File: src/hw/rtl/wioe_pkg.sv
// ----------------------------------------------------------------------------
// wioe_pkg
// Shared widths, codes and controller/datapath interface types for the
// window interval overlap extremes unit.
// ----------------------------------------------------------------------------
package wioe_pkg;

  // field and store geometry
  localparam int DAY_BITS       = 11;
  localparam int MAX_DAYS       = 1024;
  localparam int ADDR_BITS      = $clog2(MAX_DAYS + 1);
  localparam int COUNT_BITS     = 16;
  localparam int SUM_BITS       = COUNT_BITS + ADDR_BITS;
  localparam int OV_BITS        = SUM_BITS + 1;
  localparam int CFG_INDEX_BITS = 1;
  localparam int CFG_DATA_BITS  = DAY_BITS;

  localparam logic [COUNT_BITS-1:0] COUNT_MAX = '1;
  localparam logic [ADDR_BITS-1:0]  LAST_ADDR = ADDR_BITS'(MAX_DAYS);

  // register reset values
  localparam logic [DAY_BITS-1:0] DAY_COUNT_RESET  = DAY_BITS'(1024);
  localparam logic [DAY_BITS-1:0] WINDOW_LEN_RESET = DAY_BITS'(1);

  // configuration register indexes
  localparam logic [CFG_INDEX_BITS-1:0] CFG_DAY_COUNT  = 1'b0;
  localparam logic [CFG_INDEX_BITS-1:0] CFG_WINDOW_LEN = 1'b1;

  // request opcodes
  localparam logic OP_LOAD   = 1'b0;
  localparam logic OP_FINISH = 1'b1;

  // controller to datapath
  typedef struct packed {
    logic load_capture;
    logic load_write;
    logic scan_init;
    logic scan_issue;
    logic res_load;
    logic clr_init;
    logic clr_write;
  } wioe_cmd_t;

  // datapath to controller
  typedef struct packed {
    logic scan_last;
    logic pipe_busy;
    logic clr_last;
    logic out_free;
  } wioe_status_t;

endpackage

File: src/hw/rtl/wioe_ctrl.sv
// ----------------------------------------------------------------------------
// wioe_ctrl
// Sequencer: store clearing, interval loads, finish scan and result handoff.
// ----------------------------------------------------------------------------
module wioe_ctrl import wioe_pkg::*; (
  input  logic         clk,
  input  logic         rst,
  input  logic         in_valid,
  input  logic         op,
  output logic         in_stall,
  input  wioe_status_t status,
  output wioe_cmd_t    cmd
);

  typedef enum logic [5:0] {
    ST_CLEAR  = 6'b000001,
    ST_IDLE   = 6'b000010,
    ST_LOAD   = 6'b000100,
    ST_SCAN   = 6'b001000,
    ST_DRAIN  = 6'b010000,
    ST_RESULT = 6'b100000
  } state_t;

  state_t state, state_next;

  always_ff @(posedge clk) begin
    if (rst) begin
      state <= ST_CLEAR;
    end else begin
      state <= state_next;
    end
  end

  assign in_stall = (state != ST_IDLE);

  always_comb begin
    state_next = state;
    cmd        = '0;
    case (state)
      ST_CLEAR: begin
        cmd.clr_write = 1'b1;
        if (status.clr_last) begin
          state_next = ST_IDLE;
        end
      end
      ST_IDLE: begin
        if (in_valid) begin
          if (op == OP_LOAD) begin
            cmd.load_capture = 1'b1;
            state_next       = ST_LOAD;
          end else begin
            cmd.scan_init = 1'b1;
            state_next    = ST_SCAN;
          end
        end
      end
      ST_LOAD: begin
        cmd.load_write = 1'b1;
        state_next     = ST_IDLE;
      end
      ST_SCAN: begin
        cmd.scan_issue = 1'b1;
        if (status.scan_last) begin
          state_next = ST_DRAIN;
        end
      end
      ST_DRAIN: begin
        if (!status.pipe_busy) begin
          state_next = ST_RESULT;
        end
      end
      ST_RESULT: begin
        if (status.out_free) begin
          cmd.res_load = 1'b1;
          cmd.clr_init = 1'b1;
          state_next   = ST_CLEAR;
        end
      end
      default: begin
        state_next = ST_CLEAR;
      end
    endcase
  end

endmodule

File: config.mk
export PLATFORM = sky130hd
export DESIGN_NAME = wioe_ctrl
export DESIGN_NICKNAME = d
export VERILOG_FILES = /design/src/hw/rtl/wioe_pkg.sv /design/src/hw/rtl/wioe_ctrl.sv
export SDC_FILE = /design/constraint.sdc
export NUM_CORES = 1
export LEC_CHECK = 0
export ABC_AREA = 1
export BUFFER_PORTS_ARGS = -buffer_cell sky130_fd_sc_hd__buf_4
export CORE_AREA = 2 2 39 41
export DETAILED_ROUTE_END_ITERATION = 10
export DIE_AREA = 0 0 41 43
export SKIP_CTS_REPAIR_TIMING = 1
export SYNTH_ARGS = -nofsm -noshare
export SYNTH_HDL_FRONTEND = slang
export SYNTH_SLANG_ARGS = --single-unit
export TNS_END_PERCENT = 30
File: constraint.sdc
create_clock -name clk -period 1.8 [get_ports clk]
set_input_delay 0.09 -clock clk [delete_from_list [all_inputs] [get_ports clk]]
set_output_delay 0.09 -clock clk [all_outputs]
set_load 0.02 [all_outputs]
==> metrics.csv <==
stage,metric,value,unit
status,status,"finished, final reports clean",
sta,setup violators final,0,
yosys,cell with the most instances after synthesis,inv_1,
setup_path,cells along the critical path,nor2_4 > nand4_2 > clkinv_2 > nand3_1 > inv_1 > buf_4,
die,CORE AREA,1380,um2
sta,Final period util,80.9,%
finish,post-route cell area,579,um2
sta,Max Fclk,0.687,GHz
yosys,Yosys warning count,0,
routing,routed len/inst,10.3,um
place,area post-placement,557,um2
yosys,Post-Syn Area,432,um2
yosys,"Seq/Total Area, Yosys",27.8,%
finish,Regs by FF count,state (6),
hold_path,Hold Path Stages,2,
yosys,Async SR Flop Fraction,0,%
setup_path,Worst EP required,1710,ps
setup_path,Top delay family on crit path,simple AND/OR/NAND/NOR gates,
yosys,synth top area cells,"dfxtp_1, inv_1, nand3_1",
yosys,syn avg cell area,6.96,um2
global_routing,largest net degree at the start of global routing,8,
cts,CTS tree,built,
finish,share of cells above drive strength 1,38.0,%
run,Max Cap Viol,0,
routing,routed via count,440,
cts,CTS Buf Count,3,
die,effective utilization at floorplan,31.2,%
sta,post-route setup slack,344,ps
cts,Clock Latency Late Sink,250,ps
global_routing,grt ovf,0,
die,die span in x,41,um
sta,final slew viol count,0,
global_routing,initial antenna violation count,0,
pwr,Max IR drop VDD,0.000373,V
die,IO Pins,16,
routing,post-route ant nets,0,
global_routing,GR Util All Layers,13.8,%
cts,worst-case clock buffer depth,2,
setup_path,CP max FO,7,
setup_path,Worst Path Buf+Inv,3,
setup_path,CP startpoint kind,flop,
yosys,leading area contributor after synthesis,dfxtp_1,
die,row count,14,
setup_path,CP peak stage delay,320,ps
yosys,distinct cell type count of the synthesized netlist,19,
yosys,Syn Inst Count,62,
pwr,P_leak,0.000338,uW
routing,Vias/cell,4.63,
yosys,"Net Count, Synth",70,
setup_path,critical path class,flop to output pin,
die,Die ar.,1760,um2
finish,max reg flops,6,
finish,fin nets,89,
global_routing,vias in the first global route,381,
finish,Reg area,120,um2
sta,Final min period,1460,ps
place,IO Port Bufs,15,
yosys,Post-synth EDFFs,0,
sta,worst slew pin tran,278,ps
global_routing,first-pass GRT wire length,1640,um
setup_path,FF-to-FF path depth,6,
cts,Clock transition at path regs,40,ps
routing,Remaining DRCs,0,
setup_path,CP endpoint kind,output pin,
finish,synthesis-to-layout area growth,34.2,%
routing,routed wire length,977,um
place,hpwl dp,805,um
setup_path,slowest cell on the critical path,dfxtp_1,
setup_path,critical path arrival,1370,ps
hold_path,Hold/Removal Path Class,input port to flop,
yosys,"FF+latch count, synth",6,
yosys,Synth top area share,27.8,%
die,Die Ht,43,um
sta,Slew headroom,81.4,%
sta,skew final,4.75,ps
finish,area occupied by multi-input gates,246,um2
finish,fill count,153,
cts,CTS HTree Levels,1,
cts,clk root buf,clkbuf_4,
sta,Final Hold Viols,0,
finish,Biggest register,state,
finish,Layout Utilization,41.9,%
pwr,PwrDens,1190,nW/um2
yosys,Post-synth top cells,"inv_1, nand3_1, nor2_1",
cts,CTS Sinks,6,
routing,drt pass-1 iters,4,
sta,setup TNS,0,ps
place,worst slack at placement,574,ps
yosys,ys flop type,dfxtp_1,
setup_path,WP depth,6,
sta,hold_ws,29.2,ps
routing,DR iter-0 viols,17,
sta,RSZ-0062 raised after global routing,false,
place,Final Wtd Congestion,0.761,
finish,diode count,0,
==> cell families after synthesis <==
kind of cell	count (synthesis)	share of synthesized area [%]
buffers and inverters	16	15.1
AND/OR/NAND/NOR	34	49.3
flip-flops	6	27.8
AO/OA/AOI/OAI	6	7.83
==> stage by stage <==
stage               instances  total power (uW)
finish                     95               689
global route               95               760
detailed placement         92               563
global placement           92               555
CTS                        95               691
floorplan                  62               461
==> worst paths after layout <==
kind | from | endpoint | slack [ps]
min reg2reg | state[5]$_SDFFE_PP0P_ | state[5]$_SDFFE_PP0P_ | 580
max | state[3]$_SDFFE_PP0P_ | cmd[4] | 340
max reg2reg | state[1]$_SDFFE_PP0P_ | state[5]$_SDFFE_PP0P_ | 570
min | op | state[2]$_SDFFE_PP0P_ | 30
==> power by group <==
group | total (uW) | switching, uW | leakage [uW] | internal, uW
Combinational | 367 | 232 | 0.000275 | 136
Clock | 127 | 51.5 | 0.0000138 | 75.6
Sequential | 194 | 30.1 | 0.0000490 | 164
==> cell usage in the layout (no fill, tap or decap) <==
cell      instances
nand2_4           1
dfxtp_1           6
nor2_2            1
nor2_4            3
o21ai_2           1
nand4_2           1
a21oi_1           4
o21ai_0           1
nand3_2           3
nand3_1           7
nand2_2           1
inv_1            14
clkinv_2          1
nor4_1            1
nor3_1            1
nand4_1           4
clkbuf_4          3
nand2_1           4
buf_4            15
nor2_1            7
==> cell type report <==
type / instances / share of cell area [%]
Multi-Input combinational cell: 40 / 42.5
Timing Repair Buffer: 15 / 19.4
Inverter: 15 / 9.94
Clock buffer: 3 / 3.89
Tap cell: 16 / 3.46
Sequential cell: 6 / 20.7
==> metal layers <==
layer	part of all wire, %	vias up	GRT usage (%)
met1	44	191	17.0
met5	0	-	0
met2	50	10	20.0
met4	1.2	0	8.00
li1	-	237	-
met3	5.1	2	4.71
(Power assumes the default switching activity.)
